## src/hdl/rv32d_pkg.sv

```systemverilog
`timescale 1ns / 1ps

package rv32d_pkg;

  localparam int unsigned WordW = 32;
  localparam int unsigned KindW = 6;
  localparam int unsigned RegW  = 5;

  localparam logic [WordW-1:0] HALT_WORD = 32'h0ff0_0513;

  localparam logic [6:0] OP_LUI    = 7'h37;
  localparam logic [6:0] OP_AUIPC  = 7'h17;
  localparam logic [6:0] OP_JAL    = 7'h6f;
  localparam logic [6:0] OP_JALR   = 7'h67;
  localparam logic [6:0] OP_BRANCH = 7'h63;
  localparam logic [6:0] OP_LOAD   = 7'h03;
  localparam logic [6:0] OP_STORE  = 7'h23;
  localparam logic [6:0] OP_ALUI   = 7'h13;
  localparam logic [6:0] OP_ALUR   = 7'h33;

  localparam logic [2:0] F3_SLL = 3'd1;
  localparam logic [2:0] F3_SRL = 3'd5;

  localparam logic [KindW-1:0] K_UNKNOWN = 6'd0;
  localparam logic [KindW-1:0] K_HALT    = 6'd1;
  localparam logic [KindW-1:0] K_LUI     = 6'd2;
  localparam logic [KindW-1:0] K_AUIPC   = 6'd3;
  localparam logic [KindW-1:0] K_JAL     = 6'd4;
  localparam logic [KindW-1:0] K_JALR    = 6'd5;
  localparam logic [KindW-1:0] K_BEQ     = 6'd6;
  localparam logic [KindW-1:0] K_BNE     = 6'd7;
  localparam logic [KindW-1:0] K_BLT     = 6'd8;
  localparam logic [KindW-1:0] K_BGE     = 6'd9;
  localparam logic [KindW-1:0] K_BLTU    = 6'd10;
  localparam logic [KindW-1:0] K_BGEU    = 6'd11;
  localparam logic [KindW-1:0] K_LB      = 6'd12;
  localparam logic [KindW-1:0] K_LH      = 6'd13;
  localparam logic [KindW-1:0] K_LW      = 6'd14;
  localparam logic [KindW-1:0] K_LBU     = 6'd15;
  localparam logic [KindW-1:0] K_LHU     = 6'd16;
  localparam logic [KindW-1:0] K_SB      = 6'd17;
  localparam logic [KindW-1:0] K_SH      = 6'd18;
  localparam logic [KindW-1:0] K_SW      = 6'd19;
  localparam logic [KindW-1:0] K_ADDI    = 6'd20;
  localparam logic [KindW-1:0] K_SLTI    = 6'd21;
  localparam logic [KindW-1:0] K_SLTIU   = 6'd22;
  localparam logic [KindW-1:0] K_XORI    = 6'd23;
  localparam logic [KindW-1:0] K_ORI     = 6'd24;
  localparam logic [KindW-1:0] K_ANDI    = 6'd25;
  localparam logic [KindW-1:0] K_SLLI    = 6'd26;
  localparam logic [KindW-1:0] K_SRLI    = 6'd27;
  localparam logic [KindW-1:0] K_ADD     = 6'd28;
  localparam logic [KindW-1:0] K_SUB     = 6'd29;
  localparam logic [KindW-1:0] K_SLL     = 6'd30;
  localparam logic [KindW-1:0] K_SLT     = 6'd31;
  localparam logic [KindW-1:0] K_SLTU    = 6'd32;
  localparam logic [KindW-1:0] K_XOR     = 6'd33;
  localparam logic [KindW-1:0] K_SRL     = 6'd34;
  localparam logic [KindW-1:0] K_SRA     = 6'd35;
  localparam logic [KindW-1:0] K_OR      = 6'd36;
  localparam logic [KindW-1:0] K_AND     = 6'd37;
  localparam logic [KindW-1:0] K_SRAI    = 6'd38;

  typedef struct packed {
    logic [KindW-1:0]        kind;
    logic [RegW-1:0]         rd;
    logic [RegW-1:0]         rs1;
    logic [RegW-1:0]         rs2;
    logic signed [WordW-1:0] imm;
  } dec_t;

  function automatic logic [KindW-1:0] branch_kind(input logic [2:0] f3);
    logic [KindW-1:0] k;
    unique case (f3)
      3'd0:    k = K_BEQ;
      3'd1:    k = K_BNE;
      3'd4:    k = K_BLT;
      3'd5:    k = K_BGE;
      3'd6:    k = K_BLTU;
      3'd7:    k = K_BGEU;
      default: k = K_UNKNOWN;
    endcase
    return k;
  endfunction

  function automatic logic [KindW-1:0] load_kind(input logic [2:0] f3);
    logic [KindW-1:0] k;
    unique case (f3)
      3'd0:    k = K_LB;
      3'd1:    k = K_LH;
      3'd2:    k = K_LW;
      3'd4:    k = K_LBU;
      3'd5:    k = K_LHU;
      default: k = K_UNKNOWN;
    endcase
    return k;
  endfunction

  function automatic logic [KindW-1:0] store_kind(input logic [2:0] f3);
    logic [KindW-1:0] k;
    unique case (f3)
      3'd0:    k = K_SB;
      3'd1:    k = K_SH;
      3'd2:    k = K_SW;
      default: k = K_UNKNOWN;
    endcase
    return k;
  endfunction

  function automatic logic [KindW-1:0] alui_kind(input logic [2:0] f3, input logic b30);
    logic [KindW-1:0] k;
    unique case (f3)
      3'd0:    k = K_ADDI;
      3'd1:    k = K_SLLI;
      3'd2:    k = K_SLTI;
      3'd3:    k = K_SLTIU;
      3'd4:    k = K_XORI;
      3'd5:    k = b30 ? K_SRAI : K_SRLI;
      3'd6:    k = K_ORI;
      default: k = K_ANDI;
    endcase
    return k;
  endfunction

  function automatic logic [KindW-1:0] alur_kind(input logic [2:0] f3, input logic b30);
    logic [KindW-1:0] k;
    unique case (f3)
      3'd0:    k = b30 ? K_SUB : K_ADD;
      3'd1:    k = K_SLL;
      3'd2:    k = K_SLT;
      3'd3:    k = K_SLTU;
      3'd4:    k = K_XOR;
      3'd5:    k = b30 ? K_SRA : K_SRL;
      3'd6:    k = K_OR;
      default: k = K_AND;
    endcase
    return k;
  endfunction

endpackage

```

## src/hdl/rv32d_decode.sv

```systemverilog
`timescale 1ns / 1ps

module rv32d_decode (
  input  logic [rv32d_pkg::WordW-1:0] word,
  output rv32d_pkg::dec_t             dec
);

  logic [6:0]                        opc;
  logic [2:0]                        f3;
  logic                              b30;
  logic [rv32d_pkg::WordW-1:0]       imm_i;
  logic [rv32d_pkg::WordW-1:0]       imm_u;
  logic [rv32d_pkg::WordW-1:0]       imm_j;
  logic [rv32d_pkg::WordW-1:0]       imm_b;
  logic [rv32d_pkg::WordW-1:0]       imm_s;
  logic [rv32d_pkg::WordW-1:0]       imm_sh;
  rv32d_pkg::dec_t                   d;

  assign opc    = word[6:0];
  assign f3     = word[14:12];
  assign b30    = word[30];
  assign imm_i  = {{20{word[31]}}, word[31:20]};
  assign imm_u  = {word[31:12], 12'd0};
  assign imm_j  = {{11{word[31]}}, word[31], word[19:12], word[20], word[30:21], 1'b0};
  assign imm_b  = {{19{word[31]}}, word[31], word[7], word[30:25], word[11:8], 1'b0};
  assign imm_s  = {{20{word[31]}}, word[31:25], word[11:7]};
  assign imm_sh = {27'd0, word[24:20]};

  always_comb begin
    d = '0;
    if (word == rv32d_pkg::HALT_WORD) begin
      d.kind = rv32d_pkg::K_HALT;
    end else begin
      unique case (opc)
        rv32d_pkg::OP_LUI: begin
          d.kind = rv32d_pkg::K_LUI;
          d.rd   = word[11:7];
          d.imm  = imm_u;
        end
        rv32d_pkg::OP_AUIPC: begin
          d.kind = rv32d_pkg::K_AUIPC;
          d.rd   = word[11:7];
          d.imm  = imm_u;
        end
        rv32d_pkg::OP_JAL: begin
          d.kind = rv32d_pkg::K_JAL;
          d.rd   = word[11:7];
          d.imm  = imm_j;
        end
        rv32d_pkg::OP_JALR: begin
          d.kind = rv32d_pkg::K_JALR;
          d.rd   = word[11:7];
          d.rs1  = word[19:15];
          d.imm  = imm_i;
        end
        rv32d_pkg::OP_BRANCH: begin
          d.kind = rv32d_pkg::branch_kind(f3);
          d.rs1  = word[19:15];
          d.rs2  = word[24:20];
          d.imm  = imm_b;
        end
        rv32d_pkg::OP_LOAD: begin
          d.kind = rv32d_pkg::load_kind(f3);
          d.rd   = word[11:7];
          d.rs1  = word[19:15];
          d.imm  = imm_i;
        end
        rv32d_pkg::OP_STORE: begin
          d.kind = rv32d_pkg::store_kind(f3);
          d.rs1  = word[19:15];
          d.rs2  = word[24:20];
          d.imm  = imm_s;
        end
        rv32d_pkg::OP_ALUI: begin
          d.kind = rv32d_pkg::alui_kind(f3, b30);
          d.rd   = word[11:7];
          d.rs1  = word[19:15];
          d.imm  = (f3 == rv32d_pkg::F3_SLL || f3 == rv32d_pkg::F3_SRL) ? imm_sh : imm_i;
        end
        rv32d_pkg::OP_ALUR: begin
          d.kind = rv32d_pkg::alur_kind(f3, b30);
          d.rd   = word[11:7];
          d.rs1  = word[19:15];
          d.rs2  = word[24:20];
        end
        default: begin
          d = '0;
        end
      endcase
    end
    // An encoding with no meaning reports nothing but its zero kind.
    if (d.kind == rv32d_pkg::K_UNKNOWN) begin
      d = '0;
    end
  end

  assign dec = d;

endmodule

```

## src/hdl/rv32i_instruction_decoder.sv

```systemverilog
`timescale 1ns / 1ps

// Channel   Ports                                      Handshake
// request   start, busy, in_instr_word                 start & !busy
// result    out_valid, out_kind, out_dest_reg,         out_valid, one cycle
//           out_src_reg_one, out_src_reg_two,
//           out_immediate
//
// A request is taken in every cycle; busy is always low.
// The word is registered in in_word_r, decoded in one pass, and the result is
// registered in res_r, with out_valid high for exactly one cycle.
// Synchronous active-low reset clears both valid flags; no result follows
// a request taken before reset. The receiver cannot stall the result.

module rv32i_instruction_decoder (
  input  logic                               clk,
  input  logic                               rst_n,
  input  logic                               start,
  output logic                               busy,
  input  logic [rv32d_pkg::WordW-1:0]        in_instr_word,
  output logic                               out_valid,
  output logic [rv32d_pkg::KindW-1:0]        out_kind,
  output logic [rv32d_pkg::RegW-1:0]         out_dest_reg,
  output logic [rv32d_pkg::RegW-1:0]         out_src_reg_one,
  output logic [rv32d_pkg::RegW-1:0]         out_src_reg_two,
  output logic signed [rv32d_pkg::WordW-1:0] out_immediate
);

  logic                        in_valid_r;
  logic [rv32d_pkg::WordW-1:0] in_word_r;
  logic                        out_valid_r;
  rv32d_pkg::dec_t             res_r;
  rv32d_pkg::dec_t             res_nxt;

  assign busy = 1'b0;

  always_ff @(posedge clk) begin
    if (!rst_n) begin
      in_valid_r  <= 1'b0;
      out_valid_r <= 1'b0;
    end else begin
      in_valid_r  <= start;
      out_valid_r <= in_valid_r;
    end
  end

  always_ff @(posedge clk) begin
    if (start) begin
      in_word_r <= in_instr_word;
    end
    if (in_valid_r) begin
      res_r <= res_nxt;
    end
  end

  rv32d_decode u_decode (
    .word (in_word_r),
    .dec  (res_nxt)
  );

  assign out_valid       = out_valid_r;
  assign out_kind        = res_r.kind;
  assign out_dest_reg    = res_r.rd;
  assign out_src_reg_one = res_r.rs1;
  assign out_src_reg_two = res_r.rs2;
  assign out_immediate   = res_r.imm;

`ifndef SYNTHESIS
  a_latency: assert property (@(posedge clk) disable iff (!rst_n)
    start |=> ##1 out_valid)
    else $error("Result missing two cycles after a request.");

  a_no_spurious: assert property (@(posedge clk) disable iff (!rst_n)
    out_valid |-> $past(in_valid_r))
    else $error("Result without a decoded request.");

  a_reset_quiet: assert property (@(posedge clk)
    $past(!rst_n) |-> !out_valid)
    else $error("Result strobe right after reset.");

  a_unknown_zero: assert property (@(posedge clk) disable iff (!rst_n)
    (out_valid && (out_kind == rv32d_pkg::K_UNKNOWN || out_kind == rv32d_pkg::K_HALT))
      |-> (out_dest_reg == '0 && out_src_reg_one == '0 && out_src_reg_two == '0
           && out_immediate == '0))
    else $error("Unknown or halt result carries nonzero fields.");

  a_kind_range: assert property (@(posedge clk) disable iff (!rst_n)
    out_valid |-> out_kind <= rv32d_pkg::K_SRAI)
    else $error("Result kind out of range.");
`endif

endmodule

```

## config.mk

```make
export PLATFORM = sky130hd
export DESIGN_NAME = rv32i_instruction_decoder
export DESIGN_NICKNAME = d
export VERILOG_FILES = /design/src/hdl/rv32d_pkg.sv /design/src/hdl/rv32d_decode.sv /design/src/hdl/rv32i_instruction_decoder.sv
export SDC_FILE = /design/constraint.sdc
export NUM_CORES = 1
export LEC_CHECK = 0
export ABC_AREA = 1
export BUFFER_PORTS_ARGS = -buffer_cell sky130_fd_sc_hd__buf_2
export CAP_MARGIN = 20
export CORE_MARGIN = 4
export CORE_UTILIZATION = 40
export DETAILED_ROUTE_END_ITERATION = 8
export PLACE_DENSITY_LB_ADDON = 0.25
export SETUP_SLACK_MARGIN = 0.2
export SLEW_MARGIN = 20
export SYNTH_ARGS = -nofsm -noshare
export SYNTH_HDL_FRONTEND = slang
export SYNTH_SLANG_ARGS = --single-unit
export TNS_END_PERCENT = 1
```

## constraint.sdc

```tcl
create_clock -name clk -period 2.4 [get_ports clk]
set_input_delay 0.36 -clock clk [delete_from_list [all_inputs] [get_ports clk]]
set_output_delay 0.36 -clock clk [all_outputs]
set_load 0.005 [all_outputs]
```

After elaboration in Yosys (flattened, before gate mapping)
Cells that the tools add are included.
W data, S select, Z words.
{ "op_classes": {"n_eq_ne": 17, "n_mux": 12, "n_bitwise": 3, "n_reduce_logical": 12} }
{ "ops": {"columns": ["operator", "count"], "rows": [
  ["$pmux W32 S6", 1],
  ["$pmux W6 S7", 2],
  ["$pmux W6 S9", 1],
  ["$eq A32 B28 Y1 const B", 1],
  ["$mux W32", 1],
  ["$pmux W5 S5", 1],
  ["$pmux W4 S6", 1],
  ["$eq A7 B6 Y1 const B", 3],
  ["$eq A7 B7 Y1 const B", 3],
  ["$pmux W5 S3", 1],
  ["$eq A7 B5 Y1 const B", 2],
  ["$eq A3 B3 Y1 const B", 4],
  ["$mux W6", 2],
  ["$reduce_or A3 Y1", 4],
  ["$eq A7 B2 Y1 const B", 1],
  ["$reduce_or A7 Y1", 1],
  ["$eq A3 B2 Y1 const B", 2],
  ["$logic_not A6 Y1", 1],
  ["$reduce_or A2 Y1", 3],
  ["$reduce_or A6 Y1", 1],
  ["$eq A3 B1 Y1 const B", 1],
  ["$logic_not A3 Y1", 1],
  ["$not A1 Y1", 3],
  ["$mux W1", 2],
  ["$logic_or A1 B1 Y1", 1]
]} }
{ "totals": {"ff_bits": 87, "input_bits": 35, "out_inout_bits": 55} }

Longest topological paths before layout
{ "logic_depth": {"word_depth": 6, "depth_mapped": 14} }

Hierarchy
Synthesis repeated with hierarchy kept, for this count alone.
{ "hier_totals": {"hier_cells": 456, "hier_area_um2": 4364.2} }
{ "modules_own_cells": {"columns": ["module", "n_inst", "cells_each", "area_per_inst_um2", "seq_area_each_um2"], "rows": [
  ["rv32i_instruction_decoder", 1, 93, 2618.8, 2592.5],
  ["rv32d_decode", 1, 363, 1745.4, 0.0]
]} }

Least setup slack after synthesis
OpenSTA, ideal clock, no wires.
{ "synth_timing": {"path_type": "register to register", "from": "register in_valid_r", "to": "register res_r (netlist bit out_dest_reg[0]) (enable)", "setup_ns": 0.415, "t_arrival_ns": 1.444, "required_ns": 1.985, "path_slack_ns": 0.541, "path_stages_with_launch": 1, "path_cell_list": "dfxtp_1"} }
{ "synth_lines": {"columns": ["element", "line", "source"], "rows": [
  ["from (decl)", "rv32i_instruction_decoder.sv:29", "logic in_valid_r;"],
  ["from (signal assigned)", "rv32i_instruction_decoder.sv:42", "in_valid_r <= start;"],
  ["to (signal assigned)", "rv32i_instruction_decoder.sv:52", "res_r <= res_nxt;"],
  ["to (decl)", "rv32i_instruction_decoder.sv:32", "rv32d_pkg::dec_t res_r;"]
]} }
No word-level cell between the ends.

Final worst setup path
{ "layout_timing": {"from": "register in_word_r[13] (netlist name)", "to": "register res_r (netlist bit out_immediate[17]) (data pin)"} }
{ "layout_via": {"elab_chain_len": 6, "word_cells_on_any_way": 21} }
{ "layout_lines": {"columns": ["element", "line", "source"], "rows": [
  ["from (decl)", "rv32i_instruction_decoder.sv:30", "logic [rv32d_pkg::WordW-1:0] in_word_r;"],
  ["from (signal assigned)", "rv32i_instruction_decoder.sv:49", "in_word_r <= in_instr_word;"],
  ["$eq A3 B3 Y1 (tied with other cells)", "rv32d_pkg.sv:74, rv32d_pkg.sv:112, rv32d_pkg.sv:127", null],
  ["$pmux W6 S7 (tied with other cells)", "rv32d_pkg.sv:127", "unique case (f3)"],
  ["$pmux W6 S9", "rv32d_decode.sv:34", "unique case (opc)"],
  ["$mux W6", "rv32d_decode.sv:31", "if (word == rv32d_pkg::HALT_WORD) begin"],
  ["$logic_not A6 Y1", "rv32d_decode.sv:92", "if (d.kind == rv32d_pkg::K_UNKNOWN) begin"],
  ["$reduce_or A2 Y1 (no line)", null, null]
]} }
Several ways; a longest one is shown, not always the timed one.
A chain may end at the register's enable or synchronous reset.

==> impl_results.rst <==
.. list-table::
   :header-rows: 1

   * - Metric
     - Value
   * - Floorplan die width
     - about 110 um
   * - CTS root buffer
     - sky130_fd_sc_hd__clkbuf_8
   * - RSZ-0062 raised after global routing
     - true
   * - Tmin final
     - 2.07 ns
   * - Vias per cell
     - ~4.7
   * - Final design area excluding fillers
     - between 4000 and 5000 um2
   * - Total clock sinks
     - 87
   * - Crit share post-route
     - 0.863
   * - HP Class
     - primary input to flip-flop
   * - Met2 routing resource usage after global routing
     - 0.231
   * - Yosys reg bits
     - a little under 90
   * - R2r setup slk
     - 0.33 ns
   * - # port buffers
     - between 80 and 90
   * - Insertion delay to the later sink of the worst-skew pair
     - ~0.35 ns
   * - Classification of the worst setup path
     - flip-flop to flip-flop
   * - Sum of routed wire length over all layers
     - between 8000 and 9000 um
   * - Length of the first detailed-routing pass in iterations
     - 4
   * - Vertical die dimension
     - 107 um
   * - Initial core utilization
     - 0.418
   * - Sequential fraction of the synthesis area
     - 0.659
   * - Hold violation total from the final report
     - 0
   * - Setup-failing EPs final
     - 0
   * - Number of vias in the routed layout
     - between 2,000 and 3,000
   * - Worst hold path stage count
     - 1
   * - CP Capture Type
     - flip-flop
   * - Net Count, Synth
     - between 400 and 500
   * - All-Layer GR Usage
     - 0.154
   * - Power Density
     - between 600 and 700 nW/um2
   * - Distinct cell type count of the synthesized netlist
     - 31
   * - P_leak
     - approximately 1.9 nW
   * - Global-route track usage on met1
     - 0.225
   * - Origin of the worst setup path
     - in_word_r[13]
   * - Count of antenna-violating nets left after detailed routing
     - 0
   * - Global-route wire length before repair
     - around 14,000 um
   * - Antenna violations before repair
     - 0
   * - Worst-path clk slew
     - 0.09 ns
   * - Min-Delay Startpoint
     - in_instr_word[27]
   * - Proportion of layout cells with a drive suffix above 1
     - 0.336
   * - Die Outline Area
     - 11,500 um2
   * - Area growth from synthesis to final layout
     - 21.5%
   * - Number of instances in the synthesized netlist
     - around 370
   * - Worst slack on hold paths
     - roughly 0.18 ns
   * - Crit path required time
     - approximately 2.5 ns
   * - Worst slew pin tran
     - between 0.7 and 0.8 ns
   * - Buffer levels on the longest clock path
     - 2
   * - Placeable core region
     - 9420 um2
   * - Residual DRC
     - 0
   * - Routability-driven placement congestion ratio
     - roughly 0.9
   * - Critical-path maximum fanout
     - 16
   * - Launch point of the worst reg-to-reg path
     - in_word_r[13]
   * - Number of non-filler instances in the completed layout
     - just over 600
   * - Met3 usage in global routing
     - 0.0265
   * - Cell area after placement
     - between 4000 and 5000 um2
   * - Initial DRC count
     - approximately 180
   * - TritonCTS clock tree
     - yes
   * - Max rail drop VDD
     - between 0.3 and 0.4 mV
   * - Cells after DPL
     - between 500 and 600
   * - Path depth of the worst reg2reg path
     - 11
   * - Run status
     - complete, no violations
   * - Number of maximum-capacitance constraint violations
     - 0
   * - Antenna diode count
     - 0
   * - Maximum number of pins on one net before global-route repair
     - 49
   * - DP Wirelength
     - between 6000 and 7000 um
   * - Worst rel slew slack
     - 0.496
   * - Number of global-route vias before repair
     - roughly 2,700
   * - Maximum achievable frequency
     - 0.483 GHz
   * - Critical Path AT
     - roughly 2.2 ns
   * - Number of levels the H-tree was split into
     - 3
   * - Post-cts hold buffer count
     - 0
   * - Launching element type of the critical path
     - flip-flop
   * - Number of nets in the layout
     - 506
   * - Post-Synthesis Cell Area
     - approximately 4000 um2
   * - Total negative setup slack
     - 0 ns
   * - Routed length per placed instance
     - around 15 um
   * - Number of warning messages in the yosys log
     - 0
   * - Final slew viol count
     - 0
   * - GRT Max-Usage Layer
     - met2
   * - Final worst clock skew
     - 0.00813 ns
   * - Number of buffers added by the clock tree synthesis step
     - 9
   * - Number of placed I/O pins
     - 90
   * - Average footprint of a synthesized cell
     - 10.6 um2
   * - Row Count
     - 35
   * - Overflow after GRT
     - 0
[worst max-delay path: stages, from the launching register on]
cell and delay [ns]:
sky130_fd_sc_hd__edfxtp_1 0.54, sky130_fd_sc_hd__inv_2 0.14, sky130_fd_sc_hd__nand2_1 0.09, sky130_fd_sc_hd__nand3_1 0.10, sky130_fd_sc_hd__nand2_1 0.09, sky130_fd_sc_hd__o21ai_1 0.18
sky130_fd_sc_hd__nand3_1 0.09, sky130_fd_sc_hd__nor2_1 0.18, sky130_fd_sc_hd__nand3_4 0.10, sky130_fd_sc_hd__buf_12 0.17, sky130_fd_sc_hd__clkinv_8 0.10, sky130_fd_sc_hd__nor2_2 0.04
[stage by stage]
| step | worst slack [ns] | utilization | total power [mW] |
|---|---|---|---|
| floorplan | 0.541 | - | 2.02 |
| global placement | 0.216 | 0.476 | 2.14 |
| detailed placement | 0.188 | 0.476 | 2.14 |
| CTS | 0.235 | 0.495 | 3.07 |
| global route | 0.154 | 0.507 | 3.23 |
| finish | 0.329 | 0.507 | 3.09 |
[power by group]
group          leakage (nW)  internal (mW)  switching (mW)
Sequential            0.763           1.77          0.0587
Combinational          1.09          0.114           0.211
Clock                0.0915          0.387           0.554
[worst paths after layout]
path | endpoint
max | out_immediate[17]
max reg2reg | out_immediate[17]
min | in_word_r[27]
min reg2reg | out_valid
[kinds of logic (layout without fill, tap and decap cells)]
| kind of cell | count (synthesis) | after routing | share of synthesized area |
|---|---|---|---|
| simple gates | 200 | 200 | 0.233 |
| flops | 87 | 87 | 0.659 |
| buf+inv | 56 | 161 | 0.0659 |
| compound gates | 27 | 27 | 0.0407 |
| other cells | 1 | 1 | 0.000954 |
[Yosys cell counts]
cell                       count  area share
sky130_fd_sc_hd__nand3_1      15       0.019
sky130_fd_sc_hd__inv_2         9      0.0086
sky130_fd_sc_hd__nor3_2        1      0.0025
sky130_fd_sc_hd__nand2_1      62       0.059
sky130_fd_sc_hd__nand4_1       9       0.014
sky130_fd_sc_hd__nand3_2       3      0.0076
sky130_fd_sc_hd__nand2_2       4      0.0064
sky130_fd_sc_hd__dfxtp_1       2       0.010
sky130_fd_sc_hd__nor2_2       16       0.025
sky130_fd_sc_hd__a21oi_1      10       0.013
sky130_fd_sc_hd__buf_6         3      0.0086
sky130_fd_sc_hd__buf_8         1      0.0038
sky130_fd_sc_hd__a21oi_2       2      0.0045
sky130_fd_sc_hd__nand2_4       1      0.0029
sky130_fd_sc_hd__o21ai_0       3      0.0038
sky130_fd_sc_hd__o22ai_1       1      0.0016
sky130_fd_sc_hd__o21bai_1      1      0.0019
sky130_fd_sc_hd__clkbuf_1      1     0.00095
sky130_fd_sc_hd__nand4_2       1      0.0032
sky130_fd_sc_hd__o21ai_1       5      0.0064
sky130_fd_sc_hd__nor2_4        4       0.011
sky130_fd_sc_hd__nor2_1       83       0.079
sky130_fd_sc_hd__inv_4         1      0.0016
sky130_fd_sc_hd__buf_2         1      0.0013
sky130_fd_sc_hd__edfxtp_1     85        0.65
sky130_fd_sc_hd__o22a_1        1      0.0022
sky130_fd_sc_hd__conb_1        1     0.00095
sky130_fd_sc_hd__nor3b_1       1      0.0019
sky130_fd_sc_hd__a22oi_1       4      0.0076
sky130_fd_sc_hd__buf_4         3      0.0057
sky130_fd_sc_hd__inv_1        37       0.035
[routing by layer]
layer  up-vias  part of all wire
met5         -                 0
met4         0             0.011
met3         9             0.061
met2        87              0.46
met1      1320              0.47
li1       1433                 -
[layout make-up]
cell class,instances,area (um2)
Clock inverter,7,55.1
Multi-Input combinational cell,228,1120
Fill cell,894,4640
Timing Repair inverter,2,25.0
Tap cell,129,161
Inverter,47,189
Sequential cell,87,2590
Timing Repair Buffer,96,510
Clock buffer,9,124
[repair_timing]
| item | in CTS | in global routing |
|---|---|---|
| pin swaps | 0 | 1 |
| endpoints found under the hold margin | 0 | 0 |
| endpoints found under the setup margin | 13 | 47 |
| cloned | 0 | 2 |
| setup buffers | 0 | 5 |
| resized for setup | 1 | 13 |
[cell usage in the layout, fill, tap and decap left out, types with 2 or more instances in the layout]
master,count
sky130_fd_sc_hd__a21oi_1,10
sky130_fd_sc_hd__nand4_1,9
sky130_fd_sc_hd__nand2_1,59
sky130_fd_sc_hd__nand2_4,4
sky130_fd_sc_hd__inv_6,2
sky130_fd_sc_hd__inv_2,9
sky130_fd_sc_hd__o21ai_0,3
sky130_fd_sc_hd__clkinv_8,2
sky130_fd_sc_hd__buf_4,6
sky130_fd_sc_hd__buf_2,88
sky130_fd_sc_hd__nor2_1,83
sky130_fd_sc_hd__inv_1,37
sky130_fd_sc_hd__nor2_4,4
sky130_fd_sc_hd__clkinv_2,2
sky130_fd_sc_hd__nand2_2,4
sky130_fd_sc_hd__nand3_2,2
sky130_fd_sc_hd__nor2_2,16
sky130_fd_sc_hd__nand3_1,15
sky130_fd_sc_hd__clkbuf_8,9
sky130_fd_sc_hd__o21ai_1,5
sky130_fd_sc_hd__clkinv_4,2
sky130_fd_sc_hd__a22oi_1,4
sky130_fd_sc_hd__edfxtp_1,85
Power figures use the tool's default switching activity.
